==> config.mk <==
export PLATFORM = sky130hd
export DESIGN_NAME = windowed_average_outlier_reset
export DESIGN_NICKNAME = d
export VERILOG_FILES = /design/src/hdl/wao_pkg.sv /design/src/hdl/wao_ram.sv /design/src/hdl/wao_div.sv /design/src/hdl/windowed_average_outlier_reset.sv
export SDC_FILE = /design/constraint.sdc
export NUM_CORES = 1
export LEC_CHECK = 0
export BUFFER_PORTS_ARGS = -buffer_cell sky130_fd_sc_hd__clkbuf_2
export CAP_MARGIN = 20
export CORE_ASPECT_RATIO = 0.75
export CORE_MARGIN = 2
export CORE_UTILIZATION = 63
export DETAILED_ROUTE_END_ITERATION = 7
export GPL_TIMING_DRIVEN = 1
export HOLD_SLACK_MARGIN = 0.05
export PLACE_DENSITY = 0.88
export SYNTH_ARGS = -nofsm -noshare
export SYNTH_HDL_FRONTEND = slang
export SYNTH_SLANG_ARGS = --single-unit
==> constraint.sdc <==
create_clock -name clk -period 8.7 [get_ports clk]
set_input_delay 1.305 -clock clk [delete_from_list [all_inputs] [get_ports clk]]
set_output_delay 1.305 -clock clk [all_outputs]
set_load 0.02 [all_outputs]
==> src/hdl/wao_pkg.sv <==
// Shared constants, types and helpers for the windowed average block.
package wao_pkg;

    localparam int MAX_WINDOW  = 32;
    localparam int SAMPLE_BITS = 16;
    localparam int LEN_BITS    = 6;
    localparam int LIMIT_BITS  = 16;
    localparam int OCL_BITS    = 8;
    localparam int SCNT_BITS   = 8;
    localparam int SLOT_BITS   = $clog2(MAX_WINDOW);
    localparam int COUNT_BITS  = $clog2(MAX_WINDOW + 1);
    localparam int SUM_BITS    = SAMPLE_BITS + SLOT_BITS;
    localparam int STEP_BITS   = $clog2(SUM_BITS);
    localparam int OUT_BITS    = SAMPLE_BITS + SCNT_BITS;
    localparam int CFG_IDX_BITS = 2;

    localparam logic [LEN_BITS-1:0]  RESET_WINDOW_LENGTH = LEN_BITS'(20);
    localparam logic [SCNT_BITS-1:0] COUNT_MAX           = {SCNT_BITS{1'b1}};

    typedef enum logic [CFG_IDX_BITS-1:0] {
        CFG_WINDOW_LENGTH,
        CFG_CHECK_ENABLE,
        CFG_DEVIATION_LIMIT,
        CFG_OVER_COUNT_LIMIT
    } cfg_idx_t;

    typedef enum logic {
        MODE_ADD,
        MODE_CLEAR
    } mode_t;

    typedef enum logic [2:0] {
        ST_IDLE,
        ST_UPDATE,
        ST_DIV,
        ST_CHECK,
        ST_OUT
    } state_t;

    typedef struct packed {
        logic                  start;
        logic [SUM_BITS-1:0]   dividend;
        logic [COUNT_BITS-1:0] divisor;
    } div_req_t;

    // Zero acts as one, anything above the store depth as the depth.
    function automatic logic [COUNT_BITS-1:0] eff_len(input logic [LEN_BITS-1:0] wl);
        logic [COUNT_BITS-1:0] len;
        if (wl == '0)
        begin
            len = COUNT_BITS'(1);
        end
        else if (int'(wl) > MAX_WINDOW)
        begin
            len = COUNT_BITS'(MAX_WINDOW);
        end
        else
        begin
            len = COUNT_BITS'(wl);
        end
        return len;
    endfunction

endpackage

==> src/hdl/wao_ram.sv <==
// Window sample store: one write port, one registered read port.
module wao_ram
    import wao_pkg::*;
(
    input  logic                   clk,
    input  logic                   we,
    input  logic [SLOT_BITS-1:0]   waddr,
    input  logic [SAMPLE_BITS-1:0] wdata,
    input  logic                   re,
    input  logic [SLOT_BITS-1:0]   raddr,
    output logic [SAMPLE_BITS-1:0] rdata
);

    logic [SAMPLE_BITS-1:0] mem [MAX_WINDOW];
    logic [SAMPLE_BITS-1:0] rdata_reg;

    always_ff @(posedge clk)
    begin
        if (we)
        begin
            mem[waddr] <= wdata;
        end
    end

    always_ff @(posedge clk)
    begin
        if (re)
        begin
            rdata_reg <= mem[raddr];
        end
    end

    assign rdata = rdata_reg;

endmodule

==> src/hdl/wao_div.sv <==
// Restoring divider for running sum over valid count, one quotient bit per cycle.
module wao_div
    import wao_pkg::*;
(
    input  logic                   clk,
    input  logic                   rst_n,
    input  div_req_t               req,
    output logic                   done,
    output logic [SAMPLE_BITS-1:0] quotient
);

    logic                  busy_reg;
    logic                  done_reg;
    logic [STEP_BITS-1:0]  step_reg;
    logic [SUM_BITS-1:0]   quo_reg;
    logic [COUNT_BITS-1:0] rem_reg;
    logic [COUNT_BITS-1:0] dvs_reg;
    logic [COUNT_BITS:0]   rem_sh;
    logic                  fits;

    assign rem_sh = {rem_reg, quo_reg[SUM_BITS-1]};
    assign fits   = rem_sh >= {1'b0, dvs_reg};

    always_ff @(posedge clk or negedge rst_n)
    begin
        if (!rst_n)
        begin
            busy_reg <= 1'b0;
            done_reg <= 1'b0;
            step_reg <= '0;
        end
        else
        begin
            done_reg <= 1'b0;
            if (req.start)
            begin
                busy_reg <= 1'b1;
                step_reg <= '0;
            end
            else if (busy_reg)
            begin
                step_reg <= step_reg + STEP_BITS'(1);
                if (step_reg == STEP_BITS'(SUM_BITS - 1))
                begin
                    busy_reg <= 1'b0;
                    done_reg <= 1'b1;
                end
            end
        end
    end

    always_ff @(posedge clk)
    begin
        if (req.start)
        begin
            quo_reg <= req.dividend;
            rem_reg <= '0;
            dvs_reg <= req.divisor;
        end
        else if (busy_reg)
        begin
            quo_reg <= {quo_reg[SUM_BITS-2:0], fits};
            rem_reg <= fits ? COUNT_BITS'(rem_sh - {1'b0, dvs_reg}) : COUNT_BITS'(rem_sh);
        end
    end

    assign done     = done_reg;
    assign quotient = quo_reg[SAMPLE_BITS-1:0];

endmodule

==> src/hdl/windowed_average_outlier_reset.sv <==
// An add item passes the update, divide, check and output states in order; a clear item goes
// straight to output. A new item is taken only in idle, after the last result is registered; the
// divide of the running sum by the valid count takes 21 steps. The result sits in an output register.
// Reset: valid marks, write slot, sum, counts and configuration go to their
// reset values at once; the sample store itself is not cleared.
module windowed_average_outlier_reset
    import wao_pkg::*;
(
    input  logic                    clk,
    input  logic                    rst_n,
    input  logic                    s_axis_tvalid,
    output logic                    s_axis_tready,
    input  logic [SAMPLE_BITS-1:0]  s_axis_tdata,   // [15:0] sample
    input  logic                    s_axis_tuser,   // [0] mode
    output logic                    m_axis_tvalid,
    input  logic                    m_axis_tready,
    output logic [OUT_BITS-1:0]     m_axis_tdata,   // [15:0] average, [23:16] sample_count
    output logic [1:0]              m_axis_tuser,   // [0] restarted, [1] over_count
    input  logic                    cfg_valid,
    output logic                    cfg_ready,
    input  logic [CFG_IDX_BITS-1:0] cfg_index,
    input  logic [LIMIT_BITS-1:0]   cfg_data
);

    state_t                  state_reg, state_next;
    logic [SAMPLE_BITS-1:0]  sample_reg, sample_next;
    logic [SLOT_BITS-1:0]    slot_reg, slot_next;
    logic [SLOT_BITS-1:0]    wslot_reg, wslot_next;
    logic [SUM_BITS-1:0]     sum_reg, sum_next;
    logic [COUNT_BITS-1:0]   count_reg, count_next;
    logic [SCNT_BITS-1:0]    scnt_reg, scnt_next;
    logic [MAX_WINDOW-1:0]   valid_reg, valid_next;
    logic [SAMPLE_BITS-1:0]  avg_reg, avg_next;
    logic                    restart_reg, restart_next;
    logic                    ovalid_reg, ovalid_next;
    logic [OUT_BITS-1:0]     odata_reg, odata_next;
    logic [1:0]              ouser_reg, ouser_next;

    logic [LEN_BITS-1:0]     wl_reg;
    logic                    chk_en_reg;
    logic [LIMIT_BITS-1:0]   dev_lim_reg;
    logic [OCL_BITS-1:0]     oc_lim_reg;

    logic [COUNT_BITS-1:0]   len;
    logic [SLOT_BITS-1:0]    slot_sel;
    logic [COUNT_BITS-1:0]   slot_inc;
    logic [SAMPLE_BITS-1:0]  old_val;
    logic [SAMPLE_BITS-1:0]  diff;
    logic                    s_xfer;
    logic                    out_free;
    logic                    over_flag;

    logic                    ram_we;
    logic [SLOT_BITS-1:0]    ram_waddr;
    logic [SAMPLE_BITS-1:0]  ram_rdata;
    div_req_t                div_req;
    logic                    div_done;
    logic [SAMPLE_BITS-1:0]  div_quo;

    wao_ram u_ram (
        .clk   (clk),
        .we    (ram_we),
        .waddr (ram_waddr),
        .wdata (sample_reg),
        .re    (s_xfer),
        .raddr (slot_sel),
        .rdata (ram_rdata)
    );

    wao_div u_div (
        .clk      (clk),
        .rst_n    (rst_n),
        .req      (div_req),
        .done     (div_done),
        .quotient (div_quo)
    );

    assign cfg_ready = 1'b1;

    always_ff @(posedge clk or negedge rst_n)
    begin
        if (!rst_n)
        begin
            wl_reg      <= RESET_WINDOW_LENGTH;
            chk_en_reg  <= 1'b0;
            dev_lim_reg <= '0;
            oc_lim_reg  <= '0;
        end
        else if (cfg_valid)
        begin
            case (cfg_idx_t'(cfg_index))
                CFG_WINDOW_LENGTH:    wl_reg      <= cfg_data[LEN_BITS-1:0];
                CFG_CHECK_ENABLE:     chk_en_reg  <= cfg_data[0];
                CFG_DEVIATION_LIMIT:  dev_lim_reg <= cfg_data;
                CFG_OVER_COUNT_LIMIT: oc_lim_reg  <= cfg_data[OCL_BITS-1:0];
                default:              ;
            endcase
        end
    end

    assign len       = eff_len(wl_reg);
    assign slot_sel  = (COUNT_BITS'(wslot_reg) >= len) ? '0 : wslot_reg;
    assign slot_inc  = COUNT_BITS'(slot_reg) + COUNT_BITS'(1);
    assign old_val   = valid_reg[slot_reg] ? ram_rdata : '0;
    assign diff      = (avg_reg > sample_reg) ? (avg_reg - sample_reg) : (sample_reg - avg_reg);
    assign s_xfer    = s_axis_tvalid && s_axis_tready;
    assign out_free  = !ovalid_reg || m_axis_tready;
    assign over_flag = (oc_lim_reg != '0) && (scnt_reg > oc_lim_reg);

    always_comb
    begin
        state_next   = state_reg;
        sample_next  = sample_reg;
        slot_next    = slot_reg;
        wslot_next   = wslot_reg;
        sum_next     = sum_reg;
        count_next   = count_reg;
        scnt_next    = scnt_reg;
        valid_next   = valid_reg;
        avg_next     = avg_reg;
        restart_next = restart_reg;
        ovalid_next  = ovalid_reg;
        odata_next   = odata_reg;
        ouser_next   = ouser_reg;
        ram_we       = 1'b0;
        ram_waddr    = slot_reg;
        div_req      = '{start: 1'b0, dividend: '0, divisor: '0};
        s_axis_tready = (state_reg == ST_IDLE);

        if (ovalid_reg && m_axis_tready)
        begin
            ovalid_next = 1'b0;
        end

        case (state_reg)
            ST_IDLE:
            begin
                if (s_xfer)
                begin
                    sample_next  = s_axis_tdata;
                    slot_next    = slot_sel;
                    restart_next = 1'b0;
                    if (mode_t'(s_axis_tuser) == MODE_CLEAR)
                    begin
                        valid_next = '0;
                        wslot_next = '0;
                        sum_next   = '0;
                        count_next = '0;
                        scnt_next  = '0;
                        avg_next   = '0;
                        state_next = ST_OUT;
                    end
                    else
                    begin
                        state_next = ST_UPDATE;
                    end
                end
            end
            ST_UPDATE:
            begin
                ram_we               = 1'b1;
                valid_next[slot_reg] = 1'b1;
                sum_next   = sum_reg - SUM_BITS'(old_val) + SUM_BITS'(sample_reg);
                count_next = valid_reg[slot_reg] ? count_reg : count_reg + COUNT_BITS'(1);
                wslot_next = (slot_inc >= len) ? '0 : SLOT_BITS'(slot_inc);
                if (scnt_reg != COUNT_MAX)
                begin
                    scnt_next = scnt_reg + SCNT_BITS'(1);
                end
                div_req    = '{start: 1'b1, dividend: sum_next, divisor: count_next};
                state_next = ST_DIV;
            end
            ST_DIV:
            begin
                if (div_done)
                begin
                    avg_next   = div_quo;
                    state_next = ST_CHECK;
                end
            end
            ST_CHECK:
            begin
                if (chk_en_reg && (diff > dev_lim_reg))
                begin
                    // Outlier: restart the window holding this sample alone.
                    ram_we        = 1'b1;
                    ram_waddr     = '0;
                    valid_next    = '0;
                    valid_next[0] = 1'b1;
                    sum_next      = SUM_BITS'(sample_reg);
                    count_next    = COUNT_BITS'(1);
                    wslot_next    = (len == COUNT_BITS'(1)) ? '0 : SLOT_BITS'(1);
                    scnt_next     = SCNT_BITS'(1);
                    avg_next      = sample_reg;
                    restart_next  = 1'b1;
                end
                state_next = ST_OUT;
            end
            ST_OUT:
            begin
                if (out_free)
                begin
                    ovalid_next = 1'b1;
                    odata_next  = {scnt_reg, avg_reg};
                    ouser_next  = {over_flag, restart_reg};
                    state_next  = ST_IDLE;
                end
            end
            default:
            begin
                state_next = ST_IDLE;
            end
        endcase
    end

    always_ff @(posedge clk or negedge rst_n)
    begin
        if (!rst_n)
        begin
            state_reg  <= ST_IDLE;
            wslot_reg  <= '0;
            sum_reg    <= '0;
            count_reg  <= '0;
            scnt_reg   <= '0;
            valid_reg  <= '0;
            ovalid_reg <= 1'b0;
        end
        else
        begin
            state_reg  <= state_next;
            wslot_reg  <= wslot_next;
            sum_reg    <= sum_next;
            count_reg  <= count_next;
            scnt_reg   <= scnt_next;
            valid_reg  <= valid_next;
            ovalid_reg <= ovalid_next;
        end
    end

    always_ff @(posedge clk)
    begin
        sample_reg  <= sample_next;
        slot_reg    <= slot_next;
        avg_reg     <= avg_next;
        restart_reg <= restart_next;
        odata_reg   <= odata_next;
        ouser_reg   <= ouser_next;
    end

    assign m_axis_tvalid = ovalid_reg;
    assign m_axis_tdata  = odata_reg;
    assign m_axis_tuser  = ouser_reg;

endmodule

==> flow_results.org <==
** Status
- The flow ran to the end, and the final reports show no timing, DRC or antenna violations.

** Cells and area
- For this run, the post-layout net count is 2793.
- The repair_antennas step left the layout with diodes totalling 0.
- The area growth from synthesis to layout is 10.9%.
- The register with the most flip-flops in the layout has 512 of them.
- Fraction of final layout cells sized beyond drive strength 1 :: 0.129
- After filler insertion, the fill cell instance count of the layout stands at 3137.

** Synthesis
- Post-synthesis instance area :: 33200 um^2
- Of the total synthesized cell area, the portion taken by AND, OR, NAND and NOR gates is 0.0807.
- Synthesis produced a netlist with a net count of 2711.
- The synthesized design contains 739 register bits.
- Number of library cell types mapped by synthesis :: 83
- For this run, the register share of the synthesized area comes to 0.650.
- Dominant combinational cell family by area after synthesis :: compound AO/OA/AOI/OAI gates
- Synthesis handed over a netlist of 2551 instances.
- In the synthesized netlist the async set-or-reset flop fraction comes to 0.154.
- Dividing the synthesized area by the synthesized cell count gives 13.0 um^2.
- Of the post-synthesis cell area, the part taken by muxes is 0.0528.
- Among all flip-flop cells after synthesis, the most frequent one is sky130_fd_sc_hd__edfxtp_1.
- Post-Synth Adder-Cell Area :: 0.0495
- Synthesized-area fraction occupied by xor and xnor cells :: 0.0124
- For this run, the number of Yosys warnings is 0.
- In this run, synthesis inferred 619 flip-flops with an integrated enable.
- Compound-gate portion of the synthesized area :: 0.123

** Global route
- The first global-routing pass estimated 138 mm of wire.
- The number of global-route vias before repair is 22800.
- GR Layer Usage met1 :: 0.496
- GRT met3 Usage :: 0.0987
- Busiest layer in global routing :: met2
- The number of antenna violations at the first check in global routing came to 0.
- For this run, global-route usage on met2 was measured as 0.499.
- Summed over all layers, the global routing overflow is 0.
- Largest net degree at the start of global routing :: 69
- Global routing usage summed across all routing layers :: 0.341

** STA
- For the finished layout, the period the worst path requires is 6870 ps.
- Count of endpoints failing hold in the final timing report :: 0
- Setup repair after global routing left no endpoint under its margin.
- The clock arrives with 27.2 ps of skew.
- In the finished design, the share of the clock period the worst path needs comes to 0.789.
- Based on the critical path, the design can be clocked at up to 0.146 GHz.
- Number of endpoints failing setup at the final stage :: 0
- Max Slew Vio Count :: 0
- Max transition margin :: 0.198
- Across all hold checks on the routed design, the worst slack comes to 430 ps.
- Tightest Pin Transition :: 1200 ps
- Summed over all failing endpoints, the final setup total negative slack is 0 ps.

** Clock tree
- Count of cells resized by post-cts repair :: 0
- The H-tree was split into 3 levels.
- CTS clk-pin slew, worst paths :: 70 ps
- Maximum number of buffers from clock root to sink :: 3
- The clock reaches the later pin of the worst-skew pair after 640 ps.
- Total clock buffers created by CTS :: 69
- TritonCTS clock tree :: built
- Hold-fix buffer count after cts :: 0
- Clock root buffer master :: sky130_fd_sc_hd__clkbuf_16
- After clock tree synthesis, the setup repair step added 0 buffers.
- Clk sinks :: 739

** Setup path
- The signal on the critical path passes through inv_1 -> ha_1 -> and2_1 -> o21ai_0 -> o21ai_0 -> o41ai_1 -> o31ai_1 -> a21oi_1 -> a21oi_1 -> xor2_1 -> ha_1 -> nand4_1 -> a211oi_1 -> a2111oi_1 -> a211o_1 -> nand2_1 -> a21boi_2 -> buf_8.
- The worst setup path is captured at a flop.
- Worst stage delay on the critical path :: 1030 ps
- The setup path with the least slack is of type reg2reg.
- Maximum fanout along the worst path :: 36
- Logic depth of the worst path, buffers included :: 18
- Capturing instance or port of the critical path :: u_ram.mem[0][5]
- Data on the critical path arrives at its endpoint at 7240 ps.
- Largest delay share family, worst path :: compound AO/OA/AOI/OAI gates
- Setup slack on the worst reg-to-reg path comes out at 1830 ps.
- CP required :: 9070 ps
- Source of the critical timing path :: sample_reg[4]
- STA classifies the critical path startpoint as a flop.
- Reg-to-reg critical path endpoint :: u_ram.mem[0][5]
- In this run the critical register-to-register path is launched from sample_reg[4].
- Critical-path top delay cell :: sky130_fd_sc_hd__edfxtp_1
- Worst R2R Path Depth :: 18
- The number of buffers and inverters on the critical path is 2.

** Worst hold path
- Hold Crit Class :: reg2reg
- Worst hold path stage count :: 0

** Detailed routing
- Initial DRC count :: 3958
- Wire length per cell after detailed routing :: 27.4 um
- Routed wire length :: 92.9 mm
- After detailed routing, the number of vias per cell comes to 6.90.
- The first detailed-routing pass took 7 iterations.
- Across all layers, the routed design uses 23400 vias.
- Remaining antenna violation count after routing :: 0
- In the routed design, unresolved DRC markers number 0.

** Die
- Die ar. :: 54600 um^2
- In this run the horizontal extent of the chip is 269 um.
- Placeable Area :: 51800 um^2
- Number of placement rows :: 72
- Die Y :: 203 um
- Starting density of the core :: 0.641
- For this design the top-level I/O count stands at 69.

** Power and ir drop
- Internal power comes to 7.77 mW.
- In this run the power density over the cells is 348 nW/um^2.
- Clock power frac :: 0.235
- Combinational fraction of design power :: 0.391
- Switching power total :: 5.03 mW
- Leakage power :: 13.7 nW
- Total power consumption of the routed design :: 12.8 mW
- IR analysis of the VDD net gives a maximum drop of 224 uV.
- Of the total power, the share spent switching nets is 0.393.
- Sequential share of power :: 0.374

** Run
- Number of max-capacitance violations reported :: 0

** Place
- Detailed placement ended at an HPWL of 58.7 mm.
- The count of buffers added on input and output ports is 67.
- Placer congestion estimate :: 0.955
==> cell families after synthesis <==
group | count (synthesis)
AOI/OAI and AO/OA | 621
adders and majority gates | 120
and+or+nand+nor | 595
DFF | 739
other | 1
xor gates and xnor gates | 47
buffers and inverters | 272
muxes | 156
==> cells in the mapped netlist, drive strengths merged (34+ instances only) <==
cell / count / area [um^2]
ha: 101 / 1260
mux2i: 89 / 891
o221ai: 47 / 412
nand3: 78 / 390
clkbuf: 91 / 342
o21bai: 38 / 285
a21oi: 130 / 651
o22ai: 34 / 213
o21ai: 135 / 676
buf: 36 / 173
nor2: 198 / 746
mux2: 58 / 653
dfrtp: 112 / 2800
nand2: 193 / 724
inv: 143 / 537
a31oi: 64 / 400
edfxtp: 619 / 18600
==> stage by stage <==
step	instance area [um^2]	util	instances	setup WS [ps]
2_1_floorplan	33200	-	2551	2590
4_1_cts	36700	0.708	3380	1310
6_report	36800	0.711	3387	1830
5_1_grt	36800	0.711	3387	1530
3_3_place_gp	34500	0.665	3257	1730
3_5_place_dp	34500	0.666	3258	1380
==> power groups by stage <==
| stage | clock network (mW) | registers [mW] | logic, mW |
|---|---|---|---|
| CTS | 3.00 | 4.76 | 4.75 |
| detailed placement | 0 | 4.83 | 4.67 |
| global placement | 0 | 4.80 | 4.46 |
| floorplan | 0 | 4.73 | 3.17 |
| finish | 3.01 | 4.79 | 5.00 |
| global route | 3.13 | 4.81 | 5.32 |
==> cells in the final DEF (no fill, tap or decap), types with 10 or more instances in the layout <==
cell type	netlist	routed
sky130_fd_sc_hd__a21o_1	33	33
sky130_fd_sc_hd__ha_1	101	101
sky130_fd_sc_hd__fa_1	19	19
sky130_fd_sc_hd__clkbuf_2	0	66
sky130_fd_sc_hd__dfrtp_1	112	110
sky130_fd_sc_hd__nand2b_1	10	10
sky130_fd_sc_hd__buf_4	2	64
sky130_fd_sc_hd__nor3_1	17	16
sky130_fd_sc_hd__edfxtp_1	619	619
sky130_fd_sc_hd__o21bai_1	38	38
sky130_fd_sc_hd__xnor2_1	30	30
sky130_fd_sc_hd__a311oi_1	15	15
sky130_fd_sc_hd__xor2_1	17	17
sky130_fd_sc_hd__nor2_1	197	185
sky130_fd_sc_hd__mux2_2	58	58
sky130_fd_sc_hd__o221ai_1	47	47
sky130_fd_sc_hd__nor2b_1	10	10
sky130_fd_sc_hd__nand2_1	193	192
sky130_fd_sc_hd__clkbuf_1	91	13
sky130_fd_sc_hd__a32oi_1	15	15
sky130_fd_sc_hd__a31oi_1	64	63
sky130_fd_sc_hd__nand3_1	78	78
sky130_fd_sc_hd__nor2_2	1	12
sky130_fd_sc_hd__clkinv_1	2	13
sky130_fd_sc_hd__a22o_1	23	23
sky130_fd_sc_hd__and2_1	26	26
sky130_fd_sc_hd__nand4_1	17	17
sky130_fd_sc_hd__o21ai_0	131	130
sky130_fd_sc_hd__clkbuf_16	0	72
sky130_fd_sc_hd__inv_1	142	141
sky130_fd_sc_hd__mux2i_1	89	89
sky130_fd_sc_hd__o211ai_1	27	27
sky130_fd_sc_hd__a21oi_1	130	129
sky130_fd_sc_hd__o22ai_1	34	34
==> worst min path at each step <==
stage | start | endpoint | slack, ps
finish | restart_reg | m_axis_tuser[0] | 430
global route | restart_reg | m_axis_tuser[0] | 440
CTS | restart_reg | m_axis_tuser[0] | 430
detailed placement | restart_reg | m_axis_tuser[0] | 410
global placement | restart_reg | m_axis_tuser[0] | 410
floorplan | restart_reg | m_axis_tuser[0] | 400
==> worst reg2reg max path, cell delays in order, from the launching register on <==
cell and delay, ps:
sky130_fd_sc_hd__edfxtp_1 1030, sky130_fd_sc_hd__inv_1 230, sky130_fd_sc_hd__ha_1 460, sky130_fd_sc_hd__and2_1 210, sky130_fd_sc_hd__o21ai_0 150, sky130_fd_sc_hd__o21ai_0 190, sky130_fd_sc_hd__o41ai_1 860, sky130_fd_sc_hd__o31ai_1 190
sky130_fd_sc_hd__a21oi_1 200, sky130_fd_sc_hd__a21oi_1 110, sky130_fd_sc_hd__xor2_1 320, sky130_fd_sc_hd__ha_1 310, sky130_fd_sc_hd__nand4_1 160, sky130_fd_sc_hd__a211oi_1 90, sky130_fd_sc_hd__a2111oi_1 700, sky130_fd_sc_hd__a211o_1 340
sky130_fd_sc_hd__nand2_1 460, sky130_fd_sc_hd__a21boi_2 410, sky130_fd_sc_hd__buf_8 200
==> routing by layer <==
metal  wire length, um  up-vias
met4              2890        0
met2             40800     2079
met3             14600      272
met5                 0        -
met1             34600    11300
li1                  -     9716
==> area by class of cell <==
type | count | area (um^2) | share of cell area
Inverter | 145 | 544 | 0.0148
Clock buffer | 88 | 1890 | 0.0514
Tap cell | 703 | 880 | 0.0239
Clock inverter | 34 | 315 | 0.00857
Timing Repair Buffer | 138 | 948 | 0.0258
Multi-Input combinational cell | 1540 | 10700 | 0.290
Sequential cell | 739 | 21600 | 0.586
Note: power is estimated with default switching activity, not from simulation.
